<file path="src/rtl/core/s38i_pkg.sv">
package s38i_pkg;

  // field widths
  localparam int unsigned LIMIT_W = 24;
  localparam int unsigned COUNT_W = 12;
  localparam int unsigned RESULT_W = 64;
  localparam int unsigned STATUS_W = 2;

  // largest interval count that is accepted
  localparam int unsigned MAX_INTERVALS = 4095;

  // fixed-point layout
  localparam int unsigned QSHIFT = 24;                  // Q.12 limit -> Q.36 point
  localparam int unsigned DVD_W = LIMIT_W + QSHIFT;     // |b-a| * 2^24 plus rounding
  localparam int unsigned DIV_CNT_W = $clog2(DVD_W);
  localparam int unsigned X_W = 52;                     // Q.36 sample point
  localparam int unsigned U_W = X_W - 12;               // Q.24 magnitude of x+1
  localparam int unsigned UL_W = 24;
  localparam int unsigned UH_W = U_W - UL_W;
  localparam int unsigned F_W = 57;                     // f(x) in Q.24
  localparam int unsigned TERM_W = F_W + 2;
  localparam int unsigned SUM_W = 64;
  localparam int unsigned H3_W = DVD_W + 1;
  localparam int unsigned MA_W = 32;
  localparam int unsigned MB_W = 26;
  localparam int unsigned P_W = MA_W + MB_W;
  localparam int unsigned ACC_W = 128;

  // result status codes
  localparam logic [STATUS_W-1:0] ST_OK = 2'd0;
  localparam logic [STATUS_W-1:0] ST_BAD_COUNT = 2'd1;
  localparam logic [STATUS_W-1:0] ST_SAT = 2'd2;

  // microprogram steps
  localparam int unsigned STEP_W = 4;
  localparam logic [STEP_W-1:0] STEP_IDLE = 4'd0;
  localparam logic [STEP_W-1:0] STEP_CHECK = 4'd1;
  localparam logic [STEP_W-1:0] STEP_DIVW = 4'd2;
  localparam logic [STEP_W-1:0] STEP_POINT = 4'd3;
  localparam logic [STEP_W-1:0] STEP_DRAIN0 = 4'd4;
  localparam logic [STEP_W-1:0] STEP_DRAIN1 = 4'd5;
  localparam logic [STEP_W-1:0] STEP_DRAIN2 = 4'd6;
  localparam logic [STEP_W-1:0] STEP_DRAIN3 = 4'd7;
  localparam logic [STEP_W-1:0] STEP_FIN0 = 4'd8;
  localparam logic [STEP_W-1:0] STEP_FIN1 = 4'd9;
  localparam logic [STEP_W-1:0] STEP_FIN2 = 4'd10;
  localparam logic [STEP_W-1:0] STEP_FIN3 = 4'd11;
  localparam logic [STEP_W-1:0] STEP_FIN4 = 4'd12;
  localparam logic [STEP_W-1:0] STEP_OUT = 4'd13;

  typedef enum logic [2:0] {
    COND_NEXT     = 3'd0,
    COND_WAIT_IN  = 3'd1,
    COND_BAD      = 3'd2,
    COND_WAIT_DIV = 3'd3,
    COND_LOOP_PT  = 3'd4,
    COND_OUT_FREE = 3'd5,
    COND_JUMP     = 3'd6
  } cond_t;

  typedef enum logic [1:0] {
    MUL_LO_LO = 2'd0,
    MUL_LO_HI = 2'd1,
    MUL_HI_LO = 2'd2,
    MUL_HI_HI = 2'd3
  } mul_part_t;

  typedef enum logic [1:0] {
    ACC_HOLD = 2'd0,
    ACC_INIT = 2'd1,
    ACC_ADD  = 2'd2
  } acc_op_t;

  typedef enum logic [1:0] {
    SH_0  = 2'd0,
    SH_26 = 2'd1,
    SH_32 = 2'd2,
    SH_58 = 2'd3
  } acc_shift_t;

  typedef enum logic [1:0] {
    W_NONE  = 2'd0,
    W_ONE   = 2'd1,
    W_TWO   = 2'd2,
    W_THREE = 2'd3
  } weight_t;

  typedef struct packed {
    logic       in_ready;
    logic       div_start;
    logic       pt_init;
    logic       pt_issue;
    logic       mul_en;
    mul_part_t  mul_part;
    acc_op_t    acc_op;
    acc_shift_t acc_shift;
    logic       out_load;
  } ctrl_t;

  typedef struct packed {
    logic accepted;
    logic bad;
    logic div_busy;
    logic last_pt;
    logic out_free;
  } stat_t;

  typedef struct packed {
    cond_t             cond;
    logic [STEP_W-1:0] target;
    ctrl_t             ctrl;
  } uword_t;

  // control store
  function automatic uword_t ucode(input logic [STEP_W-1:0] step);
    uword_t w;
    w = '0;
    case (step)
      STEP_IDLE: begin
        w.cond = COND_WAIT_IN;
        w.ctrl.in_ready = 1'b1;
      end
      STEP_CHECK: begin
        w.cond = COND_BAD;
        w.target = STEP_OUT;
        w.ctrl.div_start = 1'b1;
        w.ctrl.pt_init = 1'b1;
      end
      STEP_DIVW: begin
        w.cond = COND_WAIT_DIV;
      end
      STEP_POINT: begin
        w.cond = COND_LOOP_PT;
        w.ctrl.pt_issue = 1'b1;
      end
      STEP_DRAIN0, STEP_DRAIN1, STEP_DRAIN2, STEP_DRAIN3: begin
        w.cond = COND_NEXT;
      end
      STEP_FIN0: begin
        w.ctrl.mul_en = 1'b1;
        w.ctrl.mul_part = MUL_LO_LO;
        w.ctrl.acc_op = ACC_INIT;
      end
      STEP_FIN1: begin
        w.ctrl.mul_en = 1'b1;
        w.ctrl.mul_part = MUL_LO_HI;
        w.ctrl.acc_op = ACC_ADD;
        w.ctrl.acc_shift = SH_0;
      end
      STEP_FIN2: begin
        w.ctrl.mul_en = 1'b1;
        w.ctrl.mul_part = MUL_HI_LO;
        w.ctrl.acc_op = ACC_ADD;
        w.ctrl.acc_shift = SH_26;
      end
      STEP_FIN3: begin
        w.ctrl.mul_en = 1'b1;
        w.ctrl.mul_part = MUL_HI_HI;
        w.ctrl.acc_op = ACC_ADD;
        w.ctrl.acc_shift = SH_32;
      end
      STEP_FIN4: begin
        w.ctrl.acc_op = ACC_ADD;
        w.ctrl.acc_shift = SH_58;
      end
      STEP_OUT: begin
        w.cond = COND_OUT_FREE;
        w.target = STEP_IDLE;
        w.ctrl.out_load = 1'b1;
      end
      default: begin
        w.cond = COND_JUMP;
        w.target = STEP_IDLE;
      end
    endcase
    return w;
  endfunction

  // remainder by three: base-4 digit sum, folded twice
  function automatic logic [1:0] mod3_count(input logic [COUNT_W-1:0] v);
    logic [4:0] s;
    logic [2:0] s2;
    logic [2:0] s3;
    s = '0;
    for (int k = 0; k < COUNT_W / 2; k++) begin
      s = s + {3'd0, v[2*k +: 2]};
    end
    s2 = s[4:2] + {1'b0, s[1:0]};
    s3 = {2'd0, s2[2]} + {1'b0, s2[1:0]};
    if (s3 >= 3'd3) begin
      return 2'(s3 - 3'd3);
    end
    return s3[1:0];
  endfunction

endpackage

</file>
<file path="src/rtl/core/s38i_seq.sv">
module s38i_seq (
  input  logic              clk,
  input  logic              rst,
  input  s38i_pkg::stat_t   stat,
  output s38i_pkg::ctrl_t   ctrl
);

  logic [s38i_pkg::STEP_W-1:0] step;
  logic [s38i_pkg::STEP_W-1:0] step_next;
  logic [s38i_pkg::STEP_W-1:0] step_inc;
  s38i_pkg::uword_t            word;

  assign word = s38i_pkg::ucode(step);
  assign ctrl = word.ctrl;
  assign step_inc = step + 1'b1;

  always_comb begin
    case (word.cond)
      s38i_pkg::COND_NEXT:     step_next = step_inc;
      s38i_pkg::COND_WAIT_IN:  step_next = stat.accepted ? step_inc : step;
      s38i_pkg::COND_BAD:      step_next = stat.bad ? word.target : step_inc;
      s38i_pkg::COND_WAIT_DIV: step_next = stat.div_busy ? step : step_inc;
      s38i_pkg::COND_LOOP_PT:  step_next = stat.last_pt ? step_inc : step;
      s38i_pkg::COND_OUT_FREE: step_next = stat.out_free ? word.target : step;
      s38i_pkg::COND_JUMP:     step_next = word.target;
      default:                 step_next = s38i_pkg::STEP_IDLE;
    endcase
  end

  always_ff @(posedge clk) begin
    if (rst) begin
      step <= s38i_pkg::STEP_IDLE;
    end else begin
      step <= step_next;
    end
  end

endmodule

</file>
<file path="config.mk">
export PLATFORM = sky130hd
export DESIGN_NAME = s38i_seq
export DESIGN_NICKNAME = d
export VERILOG_FILES = /design/src/rtl/core/s38i_pkg.sv /design/src/rtl/core/s38i_seq.sv
export SDC_FILE = /design/constraint.sdc
export NUM_CORES = 1
export LEC_CHECK = 0
export BUFFER_PORTS_ARGS = -buffer_cell sky130_fd_sc_hd__clkbuf_2
export CAP_MARGIN = 20
export CORE_AREA = 2 2 39 41
export DETAILED_ROUTE_END_ITERATION = 12
export DIE_AREA = 0 0 41 43
export PLACE_DENSITY = 0.67
export REMOVE_ABC_BUFFERS = 1
export SLEW_MARGIN = 40
export SYNTH_ARGS = -nofsm -noshare
export SYNTH_HDL_FRONTEND = slang
export SYNTH_SLANG_ARGS = --single-unit
</file>
<file path="constraint.sdc">
create_clock -name clk -period 3.4 [get_ports clk]
set_input_delay 0.51 -clock clk [delete_from_list [all_inputs] [get_ports clk]]
set_output_delay 0.51 -clock clk [all_outputs]
set_load 0.005 [all_outputs]
</file>
==> Yosys cells after proc, flatten, opt, wreduce, memory -nomap -nowiden <==
Cells that the tools add are included.
{ "totals": {"output_inout_bits": 12, "word_cells": 45, "regBits": 4} }
{ "classes": {"eq_ne": 23, "mux": 15, "n_addsub": 1, "reduce_logical": 5} }
{ "ops": {"columns": ["operator", "count"], "rows": [
  ["4-bit one-hot mux with 7 select lines", 1],
  ["4-bit equality test, second input constant", 6],
  ["4-bit two-way mux", 6],
  ["3-bit one-hot mux with 6 select lines", 1],
  ["4-bit by 3-bit equality test with 1-bit output, second input constant", 4],
  ["3-bit one-hot mux with 4 select lines", 1],
  ["3-bit equality test, second input constant", 3],
  ["9-bit OR reduction", 1],
  ["4-bit by 2-bit equality test with 1-bit output, second input constant", 2],
  ["2-bit inequality test, second input constant", 4],
  ["3-bit by 2-bit equality test with 1-bit output, second input constant", 2],
  ["2-bit one-hot mux with 3 select lines", 1],
  ["4-bit by 1-bit adder with 4-bit output, second input constant", 1],
  ["4-bit by 1-bit equality test with 1-bit output, second input constant", 1],
  ["4-bit logical NOT", 1],
  ["2-bit one-hot mux with 2 select lines", 1],
  ["4-bit AND reduction", 1],
  ["4-bit OR reduction", 1],
  ["3-bit by 1-bit equality test with 1-bit output, second input constant", 1],
  ["3-bit logical NOT", 1],
  ["1-bit two-way mux", 3],
  ["2-bit two-way mux", 1]
]} }

==> Longest topological paths before layout <==
Gate-level depths: netlist of run 1.
{ "depth": {"depth_word": 6, "ltp_mapped": 8, "ltp_nobuf": 7} }

==> Worst setup path before layout of run 1 <==
Ideal clock, no wire load.
{ "synth_timing": {"path_type": "register to register", "startpoint": "register step[0] (netlist name)", "endpoint": "register step[0] (netlist name)", "t_arrival_ns": 1.822, "path_stages_with_launch": 8, "setup_slack_ns": 1.491, "period_less_slack_ns": 1.909, "t_required_ns": 3.313, "cell_sequence": "dfxtp_1 -> inv_1 -> ha_1 -> or3_1 -> a21oi_2 -> a211oi_2 -> or4_1 -> o31ai_1"} }
{ "synth_via": {"elab_chain_cells": 6, "elab_cells_between_ends": 36, "cone_classes": "add/sub (1); eq/ne (23); mux (8); reduce/logical (4)"} }
{ "synth_lines": {"columns": ["item", "line", "rtl"], "rows": [
  ["start: declaration", "s38i_seq.sv:8", "logic [s38i_pkg::STEP_W-1:0] step;"],
  ["start signal: assignment", "s38i_seq.sv:32", "step <= s38i_pkg::STEP_IDLE;"],
  ["start signal: assignment", "s38i_seq.sv:34", "step <= step_next;"],
  ["4-bit equality test or 4-bit by 3-bit equality test with 1-bit output (tied branches)", "s38i_pkg.sv:118", "case (step)"],
  ["9-bit OR reduction (no source line)", null, null],
  ["3-bit one-hot mux with 6 select lines", "s38i_pkg.sv:118", null],
  ["3-bit by 1-bit equality test with 1-bit output (tied with other cells)", "s38i_seq.sv:18", "case (word.cond)"],
  ["2-bit inequality test (no source line)", null, null],
  ["4-bit AND reduction (no source line)", null, null]
]} }
Several ways; a longest one is shown, not always the timed one. The select of a mux whose other input is x is not followed.
A chain may end at the register's enable or synchronous reset.

==> Worst setup path after layout of run 1 <==
Ends and elaborated chain as after synthesis.

==> out/metrics.sh, run 1 <==
SLEW_HEADROOM=0.7328
WORSTPATHBUFFERINVERTERCOUNT=1
FIRST_GLOBAL_VIAS=547
LAYOUT_COMMONEST_CELL='clkbuf_2'
CTS.HTREE.LEVELS=1
DESIGN.DIE.AREA_SQ_UM=1763
PATH_DELAY_FAMILY='simple AND/OR/NAND/NOR gates'
FINAL_ANTENNA_DIODE_COUNT=0
CORE_SQ_UM=1384
GRT_SETUP_UNREPAIRED='no'
WORST_IR_DROP_VDD_uV=296.6
SETUP_FAILING_EPS_FINAL=0
SYN-INSTANCE-COUNT=83
GRT_MAX_DEGREE=13
FP-ROW-COUNT=14
PLACE.GP.CONGESTION=0.8090
WL_MICRONS=1397
FINAL_POWER_mW=0.5526
START_KIND='register'
CLOCK_SINKS=4
SLOWEST_DELAY_PS=510
NET_COUNT_REPORTED_AT_FINISH=111
POST_CTS_BUFFERS=0
FIRST_PASS_GRT_WIRE_LENGTH_MICRONS=2208
YOSYS_MOST_USED_DFF='dfxtp_1'
RESULT_OF_THE_RUN='completed'
ROUTED_VIA_DENSITY=5.588
LARGEST_REGISTERS='step: 4 flops'
TOTAL_SWITCHING_POWER_mW=0.2714
CRITICAL-PATH-SLOWEST-CELL='or4_1'
TOP_REGISTER='step'
MAX_CAP_VIOL_COUNT=0
FINALWORSTPATHREQUIREDPERIOD_PS=2224
FINAL.PERIOD_UTILIZATION=0.6540
CELLPOWERDENSITY_nW_PER_UM2=810.3
ENDPOINT_KIND='register'
WORSTSETUPPATHTYPE='reg -> reg'
LEAKAGE_nW=0.3215
HOLD_PATH_DEPTH=2
YOSYSUNIQUECELLTYPES=40
SYNTHESIS.AREA_PER_INSTANCE_SQ_UM=6.995
DRT_PASS1_ITERATIONS=4
PORT_BUFFERS=18
DETAIL_ROUTE.DRC_VIOLATIONS=0
VIAS=637
TIMING.FINAL.MAX_SLEW_VIOLATIONS=0
CTS_MADE_BUFFERS=3
TIMING.CRITICAL_PATH.CELLS='inv_1 -> ha_1 -> or3_1 -> a21oi_2 -> a211oi_2 -> or4_1 -> o31ai_1'
WORST-SLEW-PIN-TRANSITION_PS=400.2
FMAXACHIEVABLE_MHz=449.7
DR.FIRST_ITER.DRC_COUNT=28
LARGEST_REG_FLOPS=4
FP.DIEH_MICRONS=43
INTPOWER_mW=0.2811
CLOCK_SKEW_PS=3.120
INSERTION_DELAY_PS=230
POSTCTSRESIZEDCELLS=0
NUMBER_OF_ANTENNA_VIOLATIONS_AT_THE_FIRST_CHECK_IN_GLOBAL_ROUTING=0
CRITICAL_PATH.MAX_FANOUT=11
WORSTHOLDPATHTYPE='reg -> reg'
WORSTREGTOREGCELLS=7
AREA_DELTA_SYNTH_FINAL_PCT=17.46
MOSTFREQUENTLAYOUTCELLS='18 x clkbuf_2, 11 x nor2_1, 7 x nand2_1, 5 x inv_1'
CLOCK_SLEW_SEEN_BY_THE_REGISTERS_OF_THE_WORST_SETUP_AND_HOLD_PATHS_PS=40
CTSROOTBUFFERMASTER='clkbuf_4'
CP_DATA_REQUIRED_TIME_PS=3540
DPL.HPWL_MICRONS=1052
YOSYS_WARNINGS=0
POST_DRT_WL_PER_CELL_MICRONS=12.25
SYNTH-EDFF-COUNT=0
P_SW_FRAC=0.4912
IO_PINS=19
FLOORPLAN.DIE.WIDTH_MICRONS=41
GR-TOTAL-OVERFLOW=0
POWER.CLOCK.FRACTION=0.106
CRIT_CELLS=7
ANT_NETS=0
GRT_USAGE=0.1767
FINAL_HOLD_VIOL_COUNT=0
YS_ASYNC_SR_FRACTION=0
CP.ARRIVAL_PS=2360
FINALSETUPTNS_PS=0
YS_FF_LATCH=4
POST_SYNTH_INSTANCE_AREA_SQ_UM=580.6
DRIVE_GT1_FRAC=0.2653
SYNTH_SEQUENTIAL_AREA_RATIO=0.1379
PWR-SHARE-COMB=0.741
SEQ_POWER_SHARE=0.153
TRITONCTS_CLOCK_TREE='built'
CTSLONGESTPATHBUFFERS=2
POSTCTSHOLDBUFS=0
INITIAL_UTILIZATION=0.4195
==> cells in the mapped netlist (2+ instances only) <==
master / instances / area (sq um)
a211o_1: 2 / 17.52
a21boi_0: 2 / 15.01
a21oi_1: 3 / 15.01
and2_1: 2 / 12.51
and3_1: 2 / 12.51
buf_2: 4 / 20.02
dfxtp_1: 4 / 80.08
ha_1: 4 / 50.05
inv_1: 5 / 18.77
mux2i_1: 2 / 20.02
nand2_1: 7 / 26.28
nand2b_1: 2 / 12.51
nand3_1: 2 / 10.01
nor2_1: 11 / 41.29
nor3_1: 2 / 10.01
o21ai_0: 2 / 10.01
o21ai_1: 2 / 10.01
o21bai_1: 2 / 15.01
o31ai_1: 2 / 15.01
==> worst paths after layout <==
| check | startpoint | slack [ps] | endpoint |
|---|---|---|---|
| worst max register to register | step[0]$_SDFFE_PP0P_ | 1180 | step[0]$_SDFFE_PP0P_ |
| worst min register to register | step[1]$_SDFFE_PP0P_ | 530 | step[1]$_SDFFE_PP0P_ |
| worst max-delay path | step[0]$_SDFFE_PP0P_ | 1180 | step[0]$_SDFFE_PP0P_ |
| worst min-delay path | step[1]$_SDFFE_PP0P_ | 530 | step[1]$_SDFFE_PP0P_ |
==> routing by layer <==
| metal | track usage | vias up | wire length [microns] | share of wire |
|---|---|---|---|---|
| met3 | 0.03141 | 4 | 62 | 0.044 |
| met5 | 0 | - | 0 | 0 |
| met1 | 0.2122 | 289 | 639 | 0.46 |
| met4 | 0.05333 | 0 | 25 | 0.018 |
| li1 | - | 325 | - | - |
| met2 | 0.3000 | 19 | 668 | 0.48 |
==> worst register-to-register path: cells and delay by family, from the launching register on <==
family                     cells  cell delay (ps)
and+or+nand+nor                2              910
DFF                            1              400
AOI/OAI and AO/OA              3              380
adders and majority gates      1              330
buffers and inverters          1              100
==> power by group through the flow <==
stage	Combinational, mW	Sequential (mW)	Clock (mW)
2_1_floorplan	0.319	0.0787	0
3_3_place_gp	0.403	0.0846	0
3_5_place_dp	0.404	0.0846	0
4_1_cts	0.408	0.0844	0.0585
5_1_grt	0.466	0.0877	0.0637
6_report	0.410	0.0844	0.0584
==> cells by family (layout without fill, tap and decap cells) <==
kind of cell,count (synthesis),in the layout,share of synthesized area
flip-flops,4,4,0.1379
adder cells (fa/ha/maj),4,4,0.08621
AO/OA/AOI/OAI,23,23,0.3039
AND/OR/NAND/NOR,37,37,0.3298
buffers and inverters,12,27,0.09267
XOR/XNOR,1,1,0.01509
multiplexers,2,2,0.03448
==> stage by stage <==
stage | cell area [sq um] | utilization | std cells | setup WS [ps] | hold slack (ps)
6_report | 681.9 | 0.4928 | 114 | 1176 | 527.0
5_1_grt | 681.9 | 0.4928 | 114 | 1054 | 536.8
4_1_cts | 681.9 | 0.4928 | 114 | 1180 | 523.7
3_5_place_dp | 659.4 | 0.4765 | 111 | 1233 | 520.0
3_3_place_gp | 659.4 | 0.4765 | 111 | 1239 | 518.9
2_1_floorplan | 549.3 | - | 77 | 1359 | 493.1
==> layout make-up <==
class	count	area, sq um
Multi-Input combinational cell	67	446.7
Inverter	6	22.52
Tap cell	16	20.02
Sequential cell	4	80.08
Fill cell	141	701.9
Timing Repair Buffer	18	90.09
Clock buffer	3	22.52
Note: power is estimated with default switching activity, not from simulation.
==> run 2, diff against run 1 <==
Settings changed: ABC_AREA from default to 1, CORE_AREA 2 2 39 41 to default, CORE_MARGIN from default to 2, CORE_UTILIZATION from default to 44, DIE_AREA 0 0 41 43 to default, PLACE_DENSITY 0.67 to 0.7.
Clock period 3.4 ns to 2 ns, I/O delays scaled along.
==> run 2 against run 1 <==
Register-to-register slack lost 1000 ps. Via count up 8.0%. Utilization rose by 9.4 points. Clock power is 64% higher. Sequential cell count is the same. Worst setup slack got worse by 1000 ps. Global-route usage rose by 2.1 points.
==> out/metrics.sh, run 2 <==
SYNTH-EDFF-COUNT=0  # unchanged
WL_MICRONS=1384  # -0.93%
SYNTHTOPCELLSBYAREA='nand2_1 14%, dfxtp_1 13%, nand3_1 11%, inv_1 8.6%, ha_1 8.2%'
YOSYSUNIQUECELLTYPES=24  # -40%
LEADING_CELL_TYPE_BY_NUMBER_OF_INSTANCES_AFTER_SYNTHESIS='nand2_1'
TIMING.CRITICAL_PATH.CELLS='inv_1 -> ha_2 -> nor2_2 -> o21ai_4 -> nand2_4 -> nor2_2 -> inv_1 -> or2_0 -> nand3_2 -> nand3b_1 -> a21oi_1'
WORST_R2R_ENDPOINT='step[1]$_SDFFE_PP0P_'
SYNTHESIS.AREA_PER_INSTANCE_SQ_UM=6.218  # -11%
ROUTED_VIA_DENSITY=5.134  # -8.1%
START_KIND='register'
YS_FF_LATCH=4  # unchanged
GRT_USAGE=0.1973  # +0.02063
IO_PINS=19  # unchanged
POST_SYNTH_INSTANCE_AREA_SQ_UM=609.3  # +5.0%
WORSTHOLDPATHTYPE='in -> reg'
SLOWEST_DELAY_PS=330  # -180 ps
CLOCK_SLEW_SEEN_BY_THE_REGISTERS_OF_THE_WORST_SETUP_AND_HOLD_PATHS_PS=40  # about the same
SYNTH_SEQUENTIAL_AREA_RATIO=0.1314  # -0.006514
TOP_REGISTER='step'
ENDPOINT_KIND='register'
CORE_SQ_UM=1301  # -6.0%
NETLIST.TOP_CELL.BY_AREA='nand2_1'
LAYOUT_COMMONEST_CELL='nand2_1'
POST_CTS_BUFFERS=0  # unchanged
FILLERS=141  # unchanged
POST-PLACE-WS_PS=22.05  # -1211 ps
INITIAL_UTILIZATION=0.4683  # +0.04874
CTSROOTBUFFERMASTER='clkbuf_4'
TRITONCTS_CLOCK_TREE='built'
GRT_SETUP_UNREPAIRED='yes'
CLOCK_SINKS=4  # unchanged
SLEW_HEADROOM=0.8080  # +0.07515
FP-ROW-COUNT=13  # -1
DESIGN.DIE.AREA_SQ_UM=1699  # -3.6%
INTPOWER_mW=0.5589  # +99%
DR.FIRST_ITER.DRC_COUNT=10  # -64%
VIAS=688  # +8.0%
YS_ASYNC_SR_FRACTION=0  # unchanged
CRITICAL-PATH-SLOWEST-CELL='dfxtp_2'
NUMBER_OF_ANTENNA_VIOLATIONS_AT_THE_FIRST_CHECK_IN_GLOBAL_ROUTING=0  # unchanged
DRIVE_GT1_FRAC=0.4118  # +0.1465
TIMING.HOLD.WORST_ENDPOINT='step[2]$_SDFFE_PP0P_'
FMAXACHIEVABLE_MHz=545.5  # +21%
NET_COUNT_REPORTED_AT_FINISH=132  # +19%
P_SW_FRAC=0.5395  # +0.04833
CP.ARRIVAL_PS=1950  # -410 ps
YOSYS_MOST_USED_DFF='dfxtp_1'
WORSTREGTOREGCELLS=11  # +4
AREA_DELTA_SYNTH_FINAL_PCT=25.26
SYNTH_TOP_AREA_FRAC=0.1355  # -0.002407
FINALWORSTPATHREQUIREDPERIOD_PS=1833  # -390.6 ps
WORST-R2R-SETUP-SLACK_PS=170  # -1010 ps
LARGEST_REGISTERS='step: 4 flops'
POST-ROUTE-WORST-SETUP-SLACK_PS=166.8  # -1009 ps
HOLD_PATH_DEPTH=2  # unchanged
YOSYS_WARNINGS=0  # unchanged
SYN-INSTANCE-COUNT=98  # +18%
TIMING.FINAL.MAX_SLEW_VIOLATIONS=0  # unchanged
CTS.HTREE.LEVELS=1  # unchanged
RESULT_OF_THE_RUN='completed'
FINAL_ANTENNA_DIODE_COUNT=0  # unchanged
CTSLONGESTPATHBUFFERS=2  # unchanged
CELLPOWERDENSITY_nW_PER_UM2=1590  # +96%
DRT_PASS1_ITERATIONS=4  # unchanged
POWER.CLOCK.FRACTION=0.079  # -0.027
PWR-SHARE-COMB=0.752  # +0.011
FINAL_HOLD_VIOL_COUNT=0  # unchanged
CP_DATA_REQUIRED_TIME_PS=2110  # -1430 ps
MAX_CAP_VIOL_COUNT=0  # unchanged
WORST_HOLD_STARTPOINT='rst'
GRT_MAX_DEGREE=12  # -1
POST_DRT_WL_PER_CELL_MICRONS=10.33  # -16%
PORT_BUFFERS=18  # unchanged
GR-TOTAL-OVERFLOW=0  # unchanged
STARTPOINT='step[0]$_SDFFE_PP0P_'
PLACE.GP.CONGESTION=0.8330  # +3.0%
CTS_MADE_BUFFERS=3  # unchanged
SYNTH_COMMONEST_CELLS='22 x nand2_1, 14 x inv_1, 13 x nand3_1'
WORST_R2R_STARTPOINT='step[0]$_SDFFE_PP0P_'
FINAL_POWER_mW=1.214  # +120%
MOSTFREQUENTLAYOUTCELLS='22 x nand2_1, 18 x clkbuf_2, 14 x inv_1, 12 x nand3_1, 6 x nor2_1'
LEAKAGE_nW=0.4333  # +35%
DETAIL_ROUTE.DRC_VIOLATIONS=0  # unchanged
FIRST_GLOBAL_VIAS=544  # -0.55%
DPL.HPWL_MICRONS=1167  # +11%
WORST-SLEW-PIN-TRANSITION_PS=288.0  # -112.2 ps
WORSTSETUPPATHTYPE='reg -> reg'
LARGEST_REG_FLOPS=4  # unchanged
CLOCK_SKEW_PS=3.165  # +0.04423 ps
FINAL.PERIOD_UTILIZATION=0.9166  # +0.2625
TOTAL_SWITCHING_POWER_mW=0.6549  # +140%
SETUP_FAILING_EPS_FINAL=0  # unchanged
SEQ_POWER_SHARE=0.169  # +0.016
FLOORPLAN.DIE.WIDTH_MICRONS=41.22  # +0.52%
FIRST_PASS_GRT_WIRE_LENGTH_MICRONS=2194  # -0.63%
WORST_IR_DROP_VDD_uV=857.7  # +190%
CRITICAL_PATH.MAX_FANOUT=6  # -5
FP.DIEH_MICRONS=41.22  # -4.2%
INSERTION_DELAY_PS=230  # about the same
ANT_NETS=0  # unchanged
POSTCTSHOLDBUFS=0  # unchanged
-- run 2: per-stage QoR --
stage                     instances  hold WS (ps)    util  TNS (ps)  area [sq um]
after floorplan                  95         369.1       -         0         579.3
after global placement          131         510.9  0.5462         0         710.7
after detailed placement        131         509.9  0.5462         0         710.7
after CTS                       134         272.9  0.5635         0         733.2
after global routing            134         270.1  0.5865  -0.09837         763.2
final                           134         270.7  0.5865         0         763.2
-- run 2: metal layers --
| layer | global-route usage | wire [microns] | share of wire | vias to the layer above |
|---|---|---|---|---|
| met1 | 0.2420 | 654 | 0.47 | 311 |
| li1 | - | - | - | 358 |
| met3 | 0.06522 | 73 | 0.053 | 0 |
| met4 | 0 | 0 | 0 | 0 |
| met2 | 0.3516 | 656 | 0.47 | 19 |
| met5 | 0 | 0 | 0 | - |
-- run 2: cells by family (layout without fill, tap and decap cells) --
kind of cell               Yosys count  in the layout  synth area share
AOI/OAI and AO/OA                   11             11            0.1335
xor gates and xnor gates             1              1           0.01438
adders and majority gates            4              4           0.08214
buffers and inverters               20             41            0.1540
DFF                                  4              4            0.1314
and+or+nand+nor                     58             58            0.4846
-- run 2: worst max-delay path: cells and delay by family, from the launching register on --
kind	cells	cell delay [ps]
and+or+nand+nor	6	710
DFF	1	330
AOI/OAI and AO/OA	2	260
adders and majority gates	1	240
buffers and inverters	2	180
-- run 2: repair_timing --
action | in CTS | in global routing
setup endpoints to repair | 0 | 4
hold endpoints to repair | 0 | 0
resized for setup | 0 | 12
-- run 2: how the worst max path moves through the flow --
stage,endpoint,slack [ps],cells past startpoint
2_1_floorplan,step[1]$_SDFFE_PP0P_,280,11
3_3_place_gp,step[1]$_SDFFE_PP0P_,80,11
3_5_place_dp,step[1]$_SDFFE_PP0P_,20,11
4_1_cts,step[1]$_SDFFE_PP0P_,20,11
5_1_grt,step[3]$_SDFFE_PP0P_,-0.1,13
6_report,step[1]$_SDFFE_PP0P_,170,11
-- run 2: area by class of cell --
| cell class | count | area, sq um | share of cell area |
|---|---|---|---|
| well taps | 15 | 18.77 | 0.02459 |
| flip-flops and latches | 4 | 85.08 | 0.1115 |
| clock buffers | 3 | 22.52 | 0.02951 |
| multi-input cells | 74 | 460.4 | 0.6033 |
| repair buffers | 21 | 112.6 | 0.1475 |
| inverters | 17 | 63.81 | 0.08361 |
-- run 2: power groups by stage --
| stage | Sequential (mW) | Combinational (mW) | Clock [mW] |
|---|---|---|---|
| after floorplan | 0.191 | 0.639 | 0 |
| after global placement | 0.198 | 0.867 | 0 |
| after detailed placement | 0.200 | 0.879 | 0 |
| after CTS | 0.198 | 0.882 | 0.0989 |
| after global routing | 0.214 | 1.04 | 0.109 |
| final | 0.205 | 0.913 | 0.0955 |
==> run 3, diff against run 2 <==
Settings changed: BUFFER_PORTS_ARGS -buffer_cell sky130_fd_sc_hd__clkbuf_2 to default, CORE_AREA from default to 2 2 39 41, CORE_MARGIN 2 to default, CORE_UTILIZATION 44 to default, DIE_AREA from default to 0 0 41 43, DONT_BUFFER_PORTS from default to 1, PLACE_DENSITY 0.7 to 0.6.
==> run 3 against run 2 <==
Combinational power shrank 2.3%. Final cell count shrank 10%. Worst setup slack gained 23 ps. Die area grew 3.8%. Sequential cell count is the same. Total power shrank 0.73%. First-iteration DRC count grew 30%. Critical path depth is the same. Highest routed layer unchanged.
==> out/metrics.sh, run 3 (same netlist as run 2, synthesis figures left out) <==
CLOCK_SLEW_SEEN_BY_THE_REGISTERS_OF_THE_WORST_SETUP_AND_HOLD_PATHS_PS=40  # about the same
SEQ_POWER_SHARE=0.179  # +0.010
REGISTER_AREA_SQ_UM=83.83  # -1.5%
WL_MICRONS=1299  # -6.1%
DRT_PASS1_ITERATIONS=4  # unchanged
LEAKAGE_nW=0.3669  # -15%
FLOORPLAN.DIE.WIDTH_MICRONS=41  # -0.52%
WORST_IR_DROP_VDD_uV=839.1  # -2.2%
FINALINSTANCEAREA_SQ_UM=700.7  # -8.2%
INSERTION_DELAY_PS=230  # about the same
CTSLONGESTPATHBUFFERS=2  # unchanged
POST_LAYOUT_NONFILLER_INSTANCES=120  # -10%
PLACE.GP.CONGESTION=0.8470  # +1.7%
ANT_NETS=0  # unchanged
FINAL_ANTENNA_DIODE_COUNT=0  # unchanged
DPL.HPWL_MICRONS=1079  # -7.5%
CLOCK_SINKS=4  # unchanged
GRT_MAX_DEGREE=12  # unchanged
GRT_SETUP_UNREPAIRED='no'
FP.DIEH_MICRONS=43  # +4.3%
FINAL_POWER_mW=1.205  # -0.73%
INTPOWER_mW=0.5570  # -0.34%
FINAL_HOLD_VIOL_COUNT=0  # unchanged
FINAL.PERIOD_UTILIZATION=0.9050  # -0.01158
DRIVE_GT1_FRAC=0.3269  # -0.08484
FINALWORSTPATHREQUIREDPERIOD_PS=1810  # -23.16 ps
CELLPOWERDENSITY_nW_PER_UM2=1720  # +8.1%
CP.ARRIVAL_PS=1970  # +20 ps
DR.FIRST_ITER.DRC_COUNT=13  # +3
MULTI_INPUT_COMB_AREA_SQ_UM=465.4  # +1.1%
FIRST_PASS_GRT_WIRE_LENGTH_MICRONS=2152  # -1.9%
POSTLAYOUTCOREUTIL=0.5063  # -0.08021
NUMBER_OF_ANTENNA_VIOLATIONS_AT_THE_FIRST_CHECK_IN_GLOBAL_ROUTING=0  # unchanged
POWER.CLOCK.FRACTION=0.080  # about the same
FP-ROW-COUNT=14  # +1
LARGEST_REGISTERS='step: 4 flops'
TOTAL_SWITCHING_POWER_mW=0.6480  # -1.1%
RESULT_OF_THE_RUN='completed'
PLACED_CELL_AREA_SQ_UM=621.8  # -13%
INITIAL_UTILIZATION=0.4403  # -0.02794
ROUTED_VIA_DENSITY=5.217  # +1.6%
CRITICAL_PATH.MAX_FANOUT=6  # unchanged
FINALHOLDWORSTSLACK_PS=130.5  # -140.2 ps
CTS.HTREE.LEVELS=1  # unchanged
PORT_BUFFERS=0  # -18
POST-PLACE-WS_PS=-3.543  # -25.59 ps
AREA_DELTA_SYNTH_FINAL_PCT=14.99
P_SW_FRAC=0.5377  # -0.001819
GRT_USAGE=0.1739  # -0.02347
SLEW_HEADROOM=0.7659  # -0.04205
CORE_SQ_UM=1384  # +6.3%
FILLERS=158  # +12%
PWR-SHARE-COMB=0.740  # -0.012
ENDPOINT_KIND='register'
CTSROOTBUFFERMASTER='clkbuf_4'
CTS_MADE_BUFFERS=3  # unchanged
FMAXACHIEVABLE_MHz=552.5  # +1.3%
LAYOUT_COMMONEST_CELL='nand2_1'
GR-TOTAL-OVERFLOW=0  # unchanged
LARGEST_REG_FLOPS=4  # unchanged
TRITONCTS_CLOCK_TREE='built'
DP_CELLS=114  # -13%
POST_DRT_WL_PER_CELL_MICRONS=10.83  # +4.8%
DESIGN.DIE.AREA_SQ_UM=1763  # +3.8%
WORST-SLEW-PIN-TRANSITION_PS=348.4  # +60.40 ps
POST-ROUTE-WORST-SETUP-SLACK_PS=190.0  # +23.16 ps
CP_DATA_REQUIRED_TIME_PS=2160  # +50 ps
NET_COUNT_REPORTED_AT_FINISH=117  # -11%
VIAS=626  # -9.0%
WORSTSETUPPATHTYPE='reg -> reg'
TOP_REGISTER='step'
CLOCK_SKEW_PS=2.984  # -0.1809 ps
TIMING.FINAL.MAX_SLEW_VIOLATIONS=0  # unchanged
MOSTFREQUENTLAYOUTCELLS='22 x nand2_1, 13 x inv_1, 12 x nand3_1, 6 x nor2_1, 6 x buf_4'
WORSTHOLDPATHTYPE='in -> reg'
START_KIND='register'
IO_PINS=19  # unchanged
FIRST_GLOBAL_VIAS=553  # +1.7%
FINALSETUPTNS_PS=0  # unchanged
DETAIL_ROUTE.DRC_VIOLATIONS=0  # unchanged
MAX_CAP_VIOL_COUNT=0  # unchanged
SETUP_FAILING_EPS_FINAL=0  # unchanged
## run 3: changes by cell type in the layout (fill, tap and decap cells not counted)
| cell | before | now |
|---|---|---|
| ha_4 | 0 | 1 |
| inv_1 | 14 | 13 |
| ha_2 | 4 | 3 |
| dfxtp_2 | 4 | 3 |
| nand2_2 | 1 | 2 |
| dfxtp_1 | 0 | 1 |
| inv_2 | 3 | 4 |
| buf_4 | 3 | 6 |
| clkbuf_2 | 18 | 0 |
| nand2_4 | 2 | 1 |
## run 3: path summary, 6_finish.rpt
path                   startpoint                    to  slack [ps]  cells past startpoint
max          step[0]$_SDFFE_PP0P_  step[1]$_SDFFE_PP0P_         190                     11
min                           rst  step[2]$_SDFFE_PP0P_         130                      1
max reg2reg  step[0]$_SDFFE_PP0P_  step[1]$_SDFFE_PP0P_         190                     11
min reg2reg  step[0]$_SDFFE_PP0P_  step[0]$_SDFFE_PP0P_         530                      2
## run 3: what timing repair did
action,CTS,global route
gates resized for setup,2,10
setup buffers,0,3
pin swaps,0,4
endpoints found under the setup margin,1,4
hold buffers,0,0
## run 3: per-layer routing
| layer | GRT usage | wire (microns) | vias to the layer above |
|---|---|---|---|
| li1 | - | - | 332 |
| met1 | 0.2226 | 587 | 273 |
| met2 | 0.2781 | 617 | 21 |
| met3 | 0.06283 | 94 | 0 |
| met4 | 0.02000 | 0 | 0 |
| met5 | 0 | 0 | - |
## run 3: area by class of cell
cell class / instances / share of cell area
Multi-Input combinational cell: 74 / 0.6643
Sequential cell: 4 / 0.1196
Inverter: 17 / 0.09107
Timing Repair Buffer: 6 / 0.06429
Clock buffer: 3 / 0.03214
Tap cell: 16 / 0.02857
## run 3: worst max-delay path, stage by stage, from the launching register on
cell      delay, ps
dfxtp_2         390
inv_2            80
ha_2            210
nor2_2          170
o21ai_4          90
nand2_4          90
nor2_2           30
inv_1            50
or2_0           140
nand3_2         140
nand3b_1        190
a21oi_1         140
## run 3: power groups by stage
stage                     Clock, mW  Sequential [mW]  Combinational [mW]
after CTS                     0.103            0.206               0.811
final                        0.0969            0.216               0.892
after global placement            0            0.206               0.800
after floorplan                   0            0.191               0.639
after detailed placement          0            0.205               0.801
after global routing          0.114            0.222                1.01
